==> config.mk <==
export PLATFORM = sky130hd
export DESIGN_NAME = stx_frame_encoder_crc16
export DESIGN_NICKNAME = d
export VERILOG_FILES = /design/src/sfe_pkg.sv /design/src/stx_frame_encoder_crc16.sv /design/src/sfe_front.sv /design/src/sfe_fifo.sv /design/src/sfe_back.sv
export SDC_FILE = /design/constraint.sdc
export NUM_CORES = 1
export LEC_CHECK = 0
export BUFFER_PORTS_ARGS = -buffer_cell sky130_fd_sc_hd__buf_2
export CAP_MARGIN = 15
export CORE_MARGIN = 8
export CORE_UTILIZATION = 35
export CTS_CLUSTER_DIAMETER = 60
export DETAILED_ROUTE_END_ITERATION = 12
export GPL_TIMING_DRIVEN = 0
export MAX_ROUTING_LAYER = met4
export SLEW_MARGIN = 0
export SYNTH_ARGS = -nofsm -noshare
export SYNTH_HDL_FRONTEND = slang
export SYNTH_HIERARCHICAL = 1
export SYNTH_SLANG_ARGS = --single-unit
==> constraint.sdc <==
create_clock -name clk -period 3.2 [get_ports clk]
set_input_delay 0.8 -clock clk [delete_from_list [all_inputs] [get_ports clk]]
set_output_delay 0.8 -clock clk [all_outputs]
set_load 0.02 [all_outputs]
==> src/sfe_pkg.sv <==
// Shared types, constants and the CRC-16/MODBUS byte update for the frame encoder.
package sfe_pkg;

  localparam logic [7:0]  FLAG_BYTE  = 8'h7E;
  localparam logic [7:0]  STUFF_BYTE = 8'h00;
  localparam logic [7:0]  CR_BYTE    = 8'h0D;
  localparam logic [15:0] CRC_INIT   = 16'hFFFF;
  localparam logic [15:0] CRC_POLY   = 16'hA001;

  // One accepted body beat, classified by the front end
  typedef struct packed {
    logic [7:0]  body;   // body byte as received
    logic        start;  // open a frame with a start byte first
    logic        stuff;  // body byte is a flag, follow with a stuffing byte
    logic        last;   // append the trailer
    logic [15:0] crc;    // CRC after this byte and its stuffing byte
  } desc_t;

  // Reflected CRC-16 update over one byte, LSB first
  function automatic logic [15:0] crc_byte(input logic [15:0] crc, input logic [7:0] b);
    logic [15:0] c;
    c = crc ^ {8'h00, b};
    for (int k = 0; k < 8; k++) begin
      c = c[0] ? ((c >> 1) ^ CRC_POLY) : (c >> 1);
    end
    return c;
  endfunction

endpackage

==> src/stx_frame_encoder_crc16.sv <==
// Top level of the byte-stuffed frame encoder with CRC-16/MODBUS.
//
//   channel | dir | tdata            | tlast     | tuser
//   in_     | in  | [7:0] body_byte  | body_last | -
//   out_    | out | [7:0] wire_byte  | run_end   | [0] frame_end
//
// A body beat enters the front end and lands in the descriptor queue; the sequencer emits
// one wire byte per cycle into the output register while the output is not stalled and the
// queue is not empty, so a plain body byte yields one wire byte and an N-byte beat yields N.
// Input is refused only while the queue (FIFO_DEPTH descriptors) is full.
// Reset (rst_n low, synchronous) empties the queue and reopens the CRC at 0xFFFF.
// A stalled output holds its beat; the front keeps filling the queue meanwhile.
module stx_frame_encoder_crc16
  import sfe_pkg::*;
#(
  parameter int FIFO_DEPTH = 4
) (
  input  logic       clk,
  input  logic       rst_n,
  input  logic       in_tvalid,
  output logic       in_tready,
  input  logic [7:0] in_tdata,   // [7:0] body_byte
  input  logic       in_tlast,   // body_last
  output logic       out_tvalid,
  input  logic       out_tready,
  output logic [7:0] out_tdata,  // [7:0] wire_byte
  output logic       out_tlast,  // run_end
  output logic       out_tuser   // [0] frame_end
);

  logic  q_push, q_pop, q_full, q_empty;
  desc_t q_wdata, q_rdata;

  sfe_front u_front (
    .clk       (clk),
    .rst_n     (rst_n),
    .in_tvalid (in_tvalid),
    .in_tready (in_tready),
    .in_tdata  (in_tdata),
    .in_tlast  (in_tlast),
    .q_full    (q_full),
    .q_push    (q_push),
    .q_data    (q_wdata)
  );

  sfe_fifo #(
    .DEPTH (FIFO_DEPTH)
  ) u_fifo (
    .clk       (clk),
    .rst_n     (rst_n),
    .push      (q_push),
    .push_data (q_wdata),
    .full      (q_full),
    .pop       (q_pop),
    .pop_data  (q_rdata),
    .empty     (q_empty)
  );

  sfe_back u_back (
    .clk        (clk),
    .rst_n      (rst_n),
    .q_empty    (q_empty),
    .q_data     (q_rdata),
    .q_pop      (q_pop),
    .out_tvalid (out_tvalid),
    .out_tready (out_tready),
    .out_tdata  (out_tdata),
    .out_tlast  (out_tlast),
    .out_tuser  (out_tuser)
  );

endmodule

==> src/sfe_front.sv <==
// Front end: accepts body beats, runs the CRC and frame state, pushes descriptors.
module sfe_front
  import sfe_pkg::*;
(
  input  logic       clk,
  input  logic       rst_n,
  input  logic       in_tvalid,
  output logic       in_tready,
  input  logic [7:0] in_tdata,   // [7:0] body_byte
  input  logic       in_tlast,   // body_last
  input  logic       q_full,
  output logic       q_push,
  output desc_t      q_data
);

  logic [15:0] crc_r, crc_nxt;
  logic        in_frame_r, in_frame_nxt;
  logic [15:0] crc_body;
  logic        is_flag;

  assign in_tready = !q_full;
  assign q_push    = in_tvalid && in_tready;

  // CRC covers the body byte and, for a flag byte, its stuffing byte
  always_comb begin
    is_flag  = (in_tdata == FLAG_BYTE);
    crc_body = crc_byte(crc_r, in_tdata);
    q_data.body  = in_tdata;
    q_data.start = !in_frame_r;
    q_data.stuff = is_flag;
    q_data.last  = in_tlast;
    q_data.crc   = is_flag ? crc_byte(crc_body, STUFF_BYTE) : crc_body;
    crc_nxt      = crc_r;
    in_frame_nxt = in_frame_r;
    if (q_push) begin
      crc_nxt      = in_tlast ? CRC_INIT : q_data.crc;
      in_frame_nxt = !in_tlast;
    end
  end

  always_ff @(posedge clk) begin
    if (!rst_n) begin
      crc_r      <= CRC_INIT;
      in_frame_r <= 1'b0;
    end else begin
      crc_r      <= crc_nxt;
      in_frame_r <= in_frame_nxt;
    end
  end

endmodule

==> src/sfe_fifo.sv <==
// Small descriptor queue between the front end and the byte sequencer.
module sfe_fifo
  import sfe_pkg::*;
#(
  parameter int DEPTH = 4
) (
  input  logic  clk,
  input  logic  rst_n,
  input  logic  push,
  input  desc_t push_data,
  output logic  full,
  input  logic  pop,
  output desc_t pop_data,
  output logic  empty
);

  localparam int PW = (DEPTH > 1) ? $clog2(DEPTH) : 1;
  localparam int CW = $clog2(DEPTH + 1);
  localparam logic [PW-1:0] LAST_PTR = PW'(DEPTH - 1);
  localparam logic [CW-1:0] DEPTH_C  = CW'(DEPTH);

  desc_t         mem [DEPTH];
  logic [PW-1:0] wr_ptr_r, wr_ptr_nxt;
  logic [PW-1:0] rd_ptr_r, rd_ptr_nxt;
  logic [CW-1:0] count_r, count_nxt;

  assign full     = (count_r == DEPTH_C);
  assign empty    = (count_r == '0);
  assign pop_data = mem[rd_ptr_r];

  // pointer and count update
  always_comb begin
    wr_ptr_nxt = wr_ptr_r;
    rd_ptr_nxt = rd_ptr_r;
    count_nxt  = count_r;
    if (push) wr_ptr_nxt = (wr_ptr_r == LAST_PTR) ? '0 : wr_ptr_r + 1'b1;
    if (pop)  rd_ptr_nxt = (rd_ptr_r == LAST_PTR) ? '0 : rd_ptr_r + 1'b1;
    if (push && !pop)      count_nxt = count_r + 1'b1;
    else if (pop && !push) count_nxt = count_r - 1'b1;
  end

  always_ff @(posedge clk) begin
    if (!rst_n) begin
      wr_ptr_r <= '0;
      rd_ptr_r <= '0;
      count_r  <= '0;
    end else begin
      wr_ptr_r <= wr_ptr_nxt;
      rd_ptr_r <= rd_ptr_nxt;
      count_r  <= count_nxt;
    end
  end

  // storage, no reset
  always_ff @(posedge clk) begin
    if (push) mem[wr_ptr_r] <= push_data;
  end

endmodule

==> src/sfe_back.sv <==
// Back end: expands each descriptor into wire bytes through a registered output.
module sfe_back
  import sfe_pkg::*;
(
  input  logic       clk,
  input  logic       rst_n,
  input  logic       q_empty,
  input  desc_t      q_data,
  output logic       q_pop,
  output logic       out_tvalid,
  input  logic       out_tready,
  output logic [7:0] out_tdata,   // [7:0] wire_byte
  output logic       out_tlast,   // run_end
  output logic       out_tuser    // [0] frame_end
);

  typedef enum logic [3:0] {
    P_NEW, P_START, P_BODY, P_BSTUFF, P_CRCH, P_CRCHS,
    P_CRCL, P_CRCLS, P_FLAG, P_CR, P_DONE
  } phase_t;

  phase_t     phase_r, phase_nxt;
  phase_t     cur, nxt;
  logic       valid_r;
  logic [7:0] data_r;
  logic       last_r;
  logic       fend_r;
  logic       load;
  logic       emit;
  logic [7:0] byte_sel;
  logic       hi_flag, lo_flag;

  assign load = !valid_r || out_tready;
  assign emit = load && !q_empty;
  assign q_pop = emit && (nxt == P_DONE);

  assign out_tvalid = valid_r;
  assign out_tdata  = data_r;
  assign out_tlast  = last_r;
  assign out_tuser  = fend_r;

  // current byte and the next applicable phase of the head descriptor
  always_comb begin
    hi_flag = (q_data.crc[15:8] == FLAG_BYTE);
    lo_flag = (q_data.crc[7:0] == FLAG_BYTE);
    cur = phase_r;
    if (phase_r == P_NEW) cur = q_data.start ? P_START : P_BODY;
    byte_sel = STUFF_BYTE;
    nxt      = P_DONE;
    case (cur)
      P_START: begin
        byte_sel = FLAG_BYTE;
        nxt      = P_BODY;
      end
      P_BODY: begin
        byte_sel = q_data.body;
        nxt      = q_data.stuff ? P_BSTUFF : (q_data.last ? P_CRCH : P_DONE);
      end
      P_BSTUFF: begin
        byte_sel = STUFF_BYTE;
        nxt      = q_data.last ? P_CRCH : P_DONE;
      end
      P_CRCH: begin
        byte_sel = q_data.crc[15:8];
        nxt      = hi_flag ? P_CRCHS : P_CRCL;
      end
      P_CRCHS: begin
        byte_sel = STUFF_BYTE;
        nxt      = P_CRCL;
      end
      P_CRCL: begin
        byte_sel = q_data.crc[7:0];
        nxt      = lo_flag ? P_CRCLS : P_FLAG;
      end
      P_CRCLS: begin
        byte_sel = STUFF_BYTE;
        nxt      = P_FLAG;
      end
      P_FLAG: begin
        byte_sel = FLAG_BYTE;
        nxt      = P_CR;
      end
      P_CR: begin
        byte_sel = CR_BYTE;
        nxt      = P_DONE;
      end
      default: begin
        byte_sel = STUFF_BYTE;
        nxt      = P_DONE;
      end
    endcase
    phase_nxt = phase_r;
    if (emit) phase_nxt = (nxt == P_DONE) ? P_NEW : nxt;
  end

  // phase and output register
  always_ff @(posedge clk) begin
    if (!rst_n) begin
      phase_r <= P_NEW;
      valid_r <= 1'b0;
    end else begin
      phase_r <= phase_nxt;
      if (load) valid_r <= !q_empty;
    end
  end

  always_ff @(posedge clk) begin
    if (emit) begin
      data_r <= byte_sel;
      last_r <= (nxt == P_DONE);
      fend_r <= (cur == P_CR);
    end
  end

endmodule
* After elaboration in Yosys (flattened, before gate mapping)
Memories as Yosys holds them, arrays and structs flattened. A register that Yosys moved wholly into a read port is not among the register bits.
Cells that the tools add are included.
** Storage, ports and cells
- Memories kept :: 1
- Output and inout bits :: 12
- Memory bits (read-only) :: 0
- Bits in writable memories :: 108
- Bits in registers :: 39
- Bits of input ports :: 13
- Latch bits :: 0
- Logic and storage cells :: 100
** Memory list
- u_fifo.mem :: words 4, width 27, rd ports 1, clocked after memory_dff 1, write ports 1, RTL line sfe_fifo.sv:22 : desc_t mem [DEPTH];
** Cells by class
- Add/subtract/negate cells :: 4
- Divide/modulo/power cells :: 0
- Eq/ne operators :: 16
- Reductions and logical operators :: 17
- Magnitude comparators :: 0
- Muxes and demuxes :: 35
- Multiply operators :: 0
- Shifts and indexed selects :: 0
- Bitwise gates (word level) :: 17
** Operators by type and width (count)
- $mux 16 :: 18
- $not 2->3 :: 16
- $pmux 8 s5 :: 1
- $pmux 4 s8 :: 1
- $eq 8x7->1 const B :: 3
- $mux 4 :: 5
- $eq 4x3->1 const B :: 4
- $xor 16x8->16 :: 1
- $eq 4x4->1 const B :: 3
- $mux 2 :: 6
- $eq 4x2->1 const B :: 2
- $logic_not 1->1 :: 7
- $mux 3 :: 2
- $logic_and 1x1->1 :: 5
- $add 2x1->2 const B :: 2
- $eq 2x2->1 const B :: 2
- $eq 4x1->1 const B :: 1
- $logic_not 4->1 :: 1
- $add 3x1->3 const B :: 1
- $eq 3x3->1 const B :: 1
- $logic_not 3->1 :: 1
- $sub 3x1->3 const B :: 1
- $mux 1 :: 2
- $reduce_bool 2->1 :: 1
- other kinds (2) :: 2

* Depth between registers and ports, before layout
Gate-level depths: netlist of run 1.
- Depth in word-level cells :: 35
- Depth in mapped cells :: 13
- Depth with buffers taken out :: 11

* Hierarchy
Netlist of run 1, hierarchy kept.
** Modules (own cells, without submodules)
- sfe_fifo :: sequential area each 3423.3 um^2, area an instance 4401.7 um^2, cells an instance 185, instances 1
- sfe_front :: sequential area each 340.3 um^2, area an instance 1278.7 um^2, cells an instance 146, instances 1
- sfe_back :: sequential area each 400.4 um^2, area an instance 1068.5 um^2, cells an instance 115, instances 1

* Worst setup path before layout of run 1
Ideal clock, no wire load.
- Path type :: register to register
- Start :: register (tool-made name)
- End :: register u_fifo.count_r[2]
- Cell stages (with the launch flop) :: 13
- Library setup time :: 0.076 ns
- Arrival time :: 2.768 ns
- Clock period less this slack :: 2.844 ns
- Slack :: 0.356 ns
- Path buffers :: 1
- Data required time :: 3.124 ns
- Cells stage by stage :: dfxtp_1 > buf_6 > mux4_1 > nor3b_1 > o21ai_0 > a31oi_1 > inv_1 > ha_1 > inv_1 > fa_1 > xor2_1 > or3_1 > a21boi_0
** RTL lines
- end signal: assignment :: RTL line sfe_fifo.sv:50 : count_r <= count_nxt;
- end: declaration :: RTL line sfe_fifo.sv:25 : logic [CW-1:0] count_r, count_nxt;

==> results of run 1 <==
## cell usage in the layout (no fill, tap or decap), types with 9 or more instances in the layout
master     instances
a21oi_1           12
buf_2             34
buf_4             13
clkbuf_16         17
dfxtp_1           31
edfxtp_1         118
inv_1              9
mux2i_1           10
mux4_2            21
nand2_1           26
nor2_1            17
o21ai_0           16
o22ai_1           14
xnor2_1           17
xor2_1            10
## report_power, final
| group | switching [mW] | internal [mW] | total, mW |
|---|---|---|---|
| combinational | 1.24 | 0.893 | 2.13 |
| sequential | 0.114 | 2.53 | 2.64 |
| clock | 0.723 | 1.11 | 1.83 |
## synthesized netlist by cell type (all sizes together), types with 2 or more instances
cell type / number
inv: 9
nand2b: 9
or2: 2
mux2i: 10
and2: 7
clkbuf: 4
nand3b: 6
xnor3: 6
o21ai: 17
nor2b: 5
xor2: 11
o22a: 2
edfxtp: 118
nor3b: 4
mux4: 27
nor3: 8
nor2: 17
a21boi: 4
dfxtp: 31
a21oi: 12
buf: 29
nand3: 4
mux2: 7
nand4b: 6
o21a: 3
nand2: 26
a32oi: 5
ha: 6
xnor2: 17
o22ai: 14
a31oi: 3
## state kept, by name, indices dropped and copies added, names as in the netlist, named ones only
| signal | flops |
|---|---|
| u_back/out_tdata | 8 |
| u_back/out_tlast | 1 |
| u_fifo/rd_ptr_r | 2 |
| u_back/phase_r | 4 |
| u_front/crc_r | 16 |
| u_back/out_tvalid | 1 |
| u_back/out_tuser | 1 |
| u_front/in_frame_r | 1 |
| u_fifo/mem | 108 |
| u_fifo/count_r | 3 |
| u_fifo/wr_ptr_r | 2 |
## worst reg2reg max path: stages (launching register included)
cell      delay (ns)
dfxtp_1         0.31
buf_6           0.15
mux4_2          0.42
nor3b_1         0.07
o21ai_0         0.37
a31oi_4         0.15
inv_1           0.12
ha_1            0.19
inv_1           0.07
fa_1            0.43
xor2_1          0.15
or3_1           0.30
a21boi_0        0.18
## cells by family after synthesis
kind of cell | share of synthesized area (%)
and+or+nand+nor | 8.40
buffers and inverters | 3.91
adders and majority gates | 1.41
muxes | 12.1
AOI/OAI and AO/OA | 6.75
xor gates and xnor gates | 5.78
DFF | 61.7
## final timing paths
kind	startpoint	end	depth (start not counted)
max	flop	u_fifo/count_r[2]$_SDFFE_PN0P_	12
min	u_back/out_tvalid$_SDFFE_PN0N_	u_back/out_tvalid$_SDFFE_PN0N_	2
max reg2reg	flop	u_fifo/count_r[2]$_SDFFE_PN0P_	12
min reg2reg	u_back/out_tvalid$_SDFFE_PN0N_	u_back/out_tvalid$_SDFFE_PN0N_	2
## timing repair
action / 4_1_cts / 5_1_grt
pin swaps: 0 / 1
buffers inserted: 0 / 2
setup endpoints to repair: 2 / 2
resized for setup: 1 / 8
endpoints found under the hold margin: 0 / 0
## through the flow
| step | util (%) | area [um2] | power, mW |
|---|---|---|---|
| final | 41.3 | 7790 | 6.61 |
| after global routing | 41.3 | 7790 | 6.95 |
| after CTS | 41.2 | 7750 | 6.63 |
| after detailed placement | 38.2 | 7200 | 4.78 |
| after global placement | 38.2 | 7190 | 4.72 |
| after floorplan | - | 6750 | 4.20 |
## routing by layer
layer  wire length [um]  vias to the layer above  share of wire, %
met4                 85                        0              0.60
li1                   -                     1799                 -
met1               6660                     1986                47
met3                474                        8               3.3
met5                  0                        -                 0
met2               6960                       77                49
## area by class of cell
class	count	area, um2	area share [%]
multi-input combinational	255	2340	30.1
buffer	33	234	3.00
clock buffer	23	468	6.01
inverter	9	33.8	0.434
sequential	149	4160	53.5
timing repair buffer	26	135	1.74
tap	260	325	4.18
clock inverter	9	81.3	1.04
==> metrics.txt, run 1 <==
first-pass GRT wire length 22.5 mm; crit-path leading delay family compound AO/OA/AOI/OAI gates; IO Count 25; asr flop ratio synth 0%; remaining antenna violation count 0; largest net degree at the start of global routing 28; Reg2Reg Setup Slack 0.19 ns; Post-synth EDFFs 118; Setup crit end kind flop; nets@finish 511; insertion delay to the later sink of the worst-skew pair 0.42 ns; Port Buf Inserts 24; Critical path buffers and inverters 3; TritonRoute pass-1 iters 5; clk sinks 149; pre-CTS WS -0.194 ns; vias in the first global route 3965; Syn Inst Count 446; clock edge transition at the registers on the reported setup and hold paths 0.06 ns; unrepaired setup endpoints after global routing false; fin. max-slew vios 0; Yosys top cell area share 52.5%; ANT cells 0; Mapped Nets 466; Avg Vias per Cell 5.07; final hold viol count 0; Filler Cell Count 1742; highest clock rate 333 MHz; Worst Slack Setup Final 0.194 ns; sequential area share after synthesis 61.7%; CTS H-tree lvls 4; CTS tree built; num rows 50; Power Dens Cells 848 nW/um2; critical path type flop to flop; Rel. slew slack 49.1%; hpwl dp 10.2 mm; share of cells above drive strength 1 24.4%; Iteration-0 DRC Markers 215; worst min path class flop to flop; placed insts 730; grt peak-use layer met2; Layout Area Growth over Synthesis 15.4%; Fin Setup TNS 0 ns; initial antenna violation count 0; measured slew at the worst slew-check pin 0.763 ns; Crit Path Max Fanout 9; CTS Buf Count 17; startpoint class of the critical path flop; mean post-synth cell area 15.1 um2; Core Box Area 18800 um2; final worst-path cycle share 93.9%; via count 3870; gr usage total 12.7%; met3 capacity usage during global routing 2.88%; critical-path cell list buf_6 -> mux4_2 -> nor3b_1 -> o21ai_0 -> a31oi_4 -> inv_1 -> ha_1 -> inv_1 -> fa_1 -> xor2_1 -> or3_1 -> a21boi_0; Max Root-Sink Buffers 2; Crit path top cell by count inv_1; Final Wtd Congestion 0.883; Min Hold Slack 0.506 ns; worst path arrival time 3.33 ns; die footprint 24000 um2; Peak VDD IR 443 uV; clock period minus worst slack 3.01 ns; slowest CP cell fa_1; Die Height 155 um; Synthesis Warnings 6; Die X 155 um; Netlist Area Pre-Place 6750 um2; WP data required 3.52 ns; Worst Skew 0.0163 ns; largest area contributor in the netlist edfxtp_1; Final Non-Filler Cells 764; final WL 14.2 mm; met1 Usage GRT 16.5%; Setup violations, final 0; Synth area leaders edfxtp_1 (53%), dfxtp_1 (9.2%), mux4_2 (6.7%); hold-fix buffers at CTS 0; max cap viols 0; GRT overflow 0; starting density of the core 35.8%; main flop type after synthesis edfxtp_1; Lkg Pwr 2.61 nW; Yosys cell types 57; crit-path max cell delay 0.43 ns; #FFs+latches synth 149; met2 Use GR 19.7%; CTS Root Cell clkbuf_16; status completed; DRC viols 0; drt wl/cell 18.6 um
(Power assumes the default switching activity.)
==> inputs of run 2 (changes only) <==
- RECOVER_POWER: unset -> 25
==> metrics.txt, run 2 (synthesis results as in run 1) <==
share of cells above drive strength 1 18.8%; Power Dens Cells 852 nW/um2; unrepaired setup endpoints after global routing false; largest net degree at the start of global routing 28; status completed; DRC viols 0; Crit Path Max Fanout 9; die footprint 24000 um2; overall power 6.58 mW; hpwl dp 10.2 mm; final WL 14.3 mm; Setup crit end kind flop; Iteration-0 DRC Markers 207; Peak VDD IR 445 uV; Worst Skew 0.00756 ns; GRT overflow 0; Die Height 155 um; design area 7720 um2; commonest non-fill, non-tap cells in the layout edfxtp_1 (118), clkbuf_1 (35), dfxtp_1 (31), nand2_1 (26), mux4_2 (21); CTS H-tree lvls 4; largest register by flop count u_fifo/mem; insertion delay to the later sink of the worst-skew pair 0.41 ns; Max Root-Sink Buffers 2; WP data required 3.52 ns; Lkg Pwr 2.52 nW; clock edge transition at the registers on the reported setup and hold paths 0.06 ns; Worst Slack Setup Final 0.195 ns; via count 3879; clock period minus worst slack 3.00 ns; fin. max-slew vios 0; initial antenna violation count 0; ANT cells 0; IO Count 25; max cap viols 0; Setup violations, final 0; gr usage total 12.7%; clk sinks 149; worst path arrival time 3.33 ns; highest clock rate 333 MHz; Filler Cell Count 1757; CTS Root Cell clkbuf_16; TritonRoute pass-1 iters 5; remaining antenna violation count 0; worst min path class flop to flop; starting density of the core 35.8%; CTS tree built; nets@finish 511; pre-CTS WS -0.194 ns; drt wl/cell 18.7 um; CTS Buf Count 17; most common cell after layout, fill and taps aside edfxtp_1; measured slew at the worst slew-check pin 0.753 ns; Rel. slew slack 49.8%; Avg Vias per Cell 5.08; critical path type flop to flop; startpoint class of the critical path flop; Port Buf Inserts 24; num rows 50; first-pass GRT wire length 22.5 mm; Layout Area Growth over Synthesis 14.4%; Core Box Area 18800 um2; number of flip-flops in the largest register 108; Placed Area 7200 um2; vias in the first global route 3965; final worst-path cycle share 93.9%; Die X 155 um; Final Wtd Congestion 0.883; final hold viol count 0
==> run 2: cell types whose count changed in the layout (fill, tap and decap cells not counted) <==
cell	previous run	this run
buf_2	34	16
buf_4	13	4
buf_6	3	2
clkbuf_1	7	35
==> run 2: worst paths after layout <==
check	slack (ns)	end	cells after the start	startpoint
hold / removal	0.50	u_front/in_frame_r$_SDFFE_PN0P_	2	u_front/in_frame_r$_SDFFE_PN0P_
setup / recovery	0.20	u_fifo/count_r[2]$_SDFFE_PN0P_	12	flop
setup reg to reg	0.20	u_fifo/count_r[2]$_SDFFE_PN0P_	12	flop
hold reg to reg	0.50	u_front/in_frame_r$_SDFFE_PN0P_	2	u_front/in_frame_r$_SDFFE_PN0P_
==> run 2: final cells by class <==
class	instances	area, um2	area share (%)
clock buffers	23	468	6.06
multi-input cells	255	2340	30.4
flip-flops and latches	149	4160	53.9
repair buffers	26	114	1.47
clock inverters	9	81.3	1.05
well taps	260	325	4.21
plain buffers	33	191	2.48
inverters	9	33.8	0.437
==> run 2: power by group <==
| group | internal, mW | switching, mW |
|---|---|---|
| sequential | 2.53 | 0.115 |
| combinational | 0.858 | 1.25 |
| clock | 1.11 | 0.723 |
| total | 4.49 | 2.08 |
==> run 2: per-stage QoR <==
stage	hold slack (ns)	instances	utilization, %	setup TNS (ns)
after floorplan	0.443	446	-	0
after global placement	0.484	730	38.2	-37.87
after detailed placement	0.501	730	38.2	-0.415
after CTS	0.509	762	41.2	0
after global routing	0.518	764	41.0	0
final	0.500	764	41.0	0
==> run 2: layer usage <==
metal / global-route usage [%] / up-vias / part of all wire, %
li1: - / 1797 / -
met2: 19.7 / 88 / 48
met1: 16.5 / 1983 / 47
met4: 3.22 / 0 / 0.83
met5: - / - / 0
met3: 2.88 / 11 / 3.7
==> run 2: what timing repair did <==
item	in CTS	in global routing
resized for setup	1	8
gates cloned	0	0
setup endpoints to repair	2	2
hold buffers	0	0
pin swaps	0	1
buffers inserted	0	2
==> run 2: critical path: stages (launching register included) <==
cell and delay (ns):
dfxtp_1 0.31, buf_6 0.15, mux4_2 0.42, nor3b_1 0.07, o21ai_0 0.37, a31oi_4 0.15
inv_1 0.12, ha_1 0.19, inv_1 0.07, fa_1 0.43, xor2_1 0.15, or3_1 0.30
a21boi_0 0.18
==> inputs of run 3 (changes only) <==
- ABC_AREA: unset -> 1
- clock period: 3.2 -> 2.88 ns (I/O delays scaled with it)
==> metrics.txt, run 3 <==
status finished with violations; failing checks setup timing; placed insts 1002; clock edge transition at the registers on the reported setup and hold paths 0.06 ns; most common cell in the synthesized netlist nand2_1; max cap viols 0; CP endpoint u_fifo/count_r[1]$_SDFFE_PN0P_; main flop type after synthesis edfxtp_1; measured slew at the worst slew-check pin 1.00 ns; fin. max-slew vios 0; asr flop ratio synth 0%; number of flip-flops in the largest register 108; CTS Root Cell clkbuf_16; vias in the first global route 5078; CTS H-tree lvls 4; first-pass GRT wire length 27.7 mm; final hold viol count 0; unrepaired setup endpoints after global routing true; Yosys cell types 49; commonest non-fill, non-tap cells in the layout nand2_1 (132), edfxtp_1 (118), nor2_1 (73), inv_1 (53), buf_4 (38); Final Util 45.1%; largest register by flop count u_fifo/mem; worst min path class flop to flop; Worst Skew 0.0109 ns; Avg Vias per Cell 5.00; DRC viols 0; total net switching power 3.25 mW; Lkg Pwr 3.64 nW; Hold Startpoint u_back/out_tvalid$_SDFFE_PN0N_; power share of the clock group 23.5%; Filler Cell Count 1833; GRT overflow 0; remaining antenna violation count 0; clock period minus worst slack 3.02 ns; Post-Synth Simple-Gate Area 17.6%; Yosys top cell area share 50.4%; Synth area leaders edfxtp_1 (50%), dfxtp_1 (8.8%), nand2_1 (7.2%); Post-synth EDFFs 118; WP data required 3.24 ns; Die Height 158 um; Final Non-Filler Cells 1091; mux share of post-synthesis cell area 0.142%; Multi-input gate area 2510 um2; overall power 9.07 mW; Reg power frac 32.5%; Peak VDD IR 472 uV; insertion delay to the later sink of the worst-skew pair 0.42 ns; Layout Area Growth over Synthesis 28.0%; Netlist Area Pre-Place 7030 um2; area share of fa/ha/maj cells after synthesis 1.35%; clk sinks 149; Reg2Reg Setup Slack -0.14 ns; Net Sw Frac 35.9%; Reg area 4170 um2; most common cell after layout, fill and taps aside nand2_1; cell internal pwr 5.81 mW; reg-to-reg critical path endpoint u_fifo/count_r[1]$_SDFFE_PN0P_; nets@finish 827; num rows 52; startpoint class of the critical path flop; final WL 18.3 mm; Synthesis Warnings 6; CTS Buf Count 17; xor/xnor share of the synthesized area 2.08%; die footprint 24900 um2; starting density of the core 35.2%; sequential area share after synthesis 59.2%; hpwl dp 11.9 mm; Min Hold Slack 0.495 ns; Final Wtd Congestion 0.860; Port Buf Inserts 24; via count 5457; largest net degree at the start of global routing 20; worst path arrival time 3.38 ns; Rel. slew slack 33.3%; Setup violations, final 2; Synth Area in Compound Gates 11.7%; CTS tree built; Setup crit end kind flop; worst r2r path cells 20; share of cells above drive strength 1 25.5%; Crit Path Max Fanout 5; Worst Slack Setup Final -0.140 ns; Power Dens Cells 1010 nW/um2; initial antenna violation count 1; gr usage total 15.1%; hold-fix buffers at CTS 0; mean post-synth cell area 9.99 um2; Max Root-Sink Buffers 2; largest area contributor in the netlist edfxtp_1; final worst-path cycle share 105%; Core Box Area 20000 um2; Comb pwr share 44.0%; TritonRoute pass-1 iters 5; critical path type flop to flop; pre-CTS WS -0.482 ns; Die X 158 um; Iteration-0 DRC Markers 476; drt wl/cell 16.8 um; Mapped Nets 724; Post-synth top cells nand2_1 (134), edfxtp_1 (118), nor2_1 (81); Syn Inst Count 704; IO Count 25; #FFs+latches synth 149; largest family of logic cells by synthesized area simple AND/OR/NAND/NOR gates; highest clock rate 331 MHz
==> run 3: cell types whose count changed after synthesis, sizes merged, moves of 27 or more <==
cell,delta
inv,+61
mux4,-27
nand2,+127
nor2,+71
o21ai,+55
o22ai,+27
==> run 3: cells by family (layout without fill, tap and decap cells) <==
group	count (synthesis)	in the layout
other cells	0	1
simple gates	282	282
buf+inv	108	224
fa+ha+maj	7	7
compound gates	142	142
xor+xnor	15	15
mux	1	1
flops	149	149
==> run 3: power by group through the flow <==
stage | clock (mW) | combinational, mW | sequential [mW]
after floorplan | 0 | 1.83 | 3.05
after global placement | 0 | 2.67 | 2.97
after detailed placement | 0 | 2.76 | 2.97
after CTS | 2.16 | 3.42 | 2.94
after global routing | 2.25 | 4.30 | 2.99
final | 2.13 | 3.98 | 2.95
==> run 3: cell type report <==
| type | instances | area share, % |
|---|---|---|
| Buffer | 36 | 3.54 |
| Sequential cell | 149 | 46.3 |
| Clock inverter | 6 | 0.389 |
| Timing Repair Buffer | 84 | 8.52 |
| Antenna cell | 1 | 0.0278 |
| Clock buffer | 26 | 6.12 |
| Tap cell | 270 | 3.75 |
| Inverter | 72 | 3.50 |
| Multi-Input combinational cell | 447 | 27.8 |
==> run 3: how the worst min path moves through the flow <==
stage,cells after the start,end,slack [ns]
after global placement,2,u_back/out_tvalid$_SDFFE_PN0N_,0.47
after floorplan,2,u_front/in_frame_r$_SDFFE_PN0P_,0.45
final,2,u_back/out_tvalid$_SDFFE_PN0N_,0.49
after detailed placement,2,u_back/out_tvalid$_SDFFE_PN0N_,0.48
after global routing,2,u_back/out_tvalid$_SDFFE_PN0N_,0.54
after CTS,2,u_back/out_tvalid$_SDFFE_PN0N_,0.49
==> run 3: what timing repair did <==
| action | CTS | global route |
|---|---|---|
| pin swaps | 32 | 32 |
| endpoints found under the setup margin | 2 | 48 |
| cloned | 5 | 1 |
| buffers inserted | 27 | 24 |
| endpoints found under the hold margin | 0 | 0 |
| resized for setup | 57 | 58 |
==> run 3: routing by layer <==
layer	part of all wire (%)	vias up	GRT usage, %
met4	2.4	0	5.26
met1	44	2616	18.9
met5	0	-	-
met2	47	189	24.1
met3	6.0	30	3.03
li1	-	2622	-
==> run 3: critical path, stage by stage (launching register included) <==
cell and delay (ns):
dfxtp_4 0.36, buf_12 0.14, buf_12 0.12, buf_8 0.11, o21ai_1 0.08, o22ai_2 0.24, nand2_1 0.12, nor2_2 0.20
buf_4 0.14, buf_4 0.09, nand3_1 0.06, nand2_1 0.13, nor2_4 0.05, nand4_1 0.10, inv_1 0.08, inv_2 0.07
ha_4 0.13, inv_2 0.04, fa_2 0.51, o21ai_1 0.06, nor2_1 0.10
==> run 3: through the flow <==
stage                     cell area, um2  TNS (ns)
final                               9000    -0.273
after global routing                9000    -0.729
after CTS                           8650   -0.0306
after detailed placement            7590     -3.51
after global placement              7490    -37.69
after floorplan                     7030         0
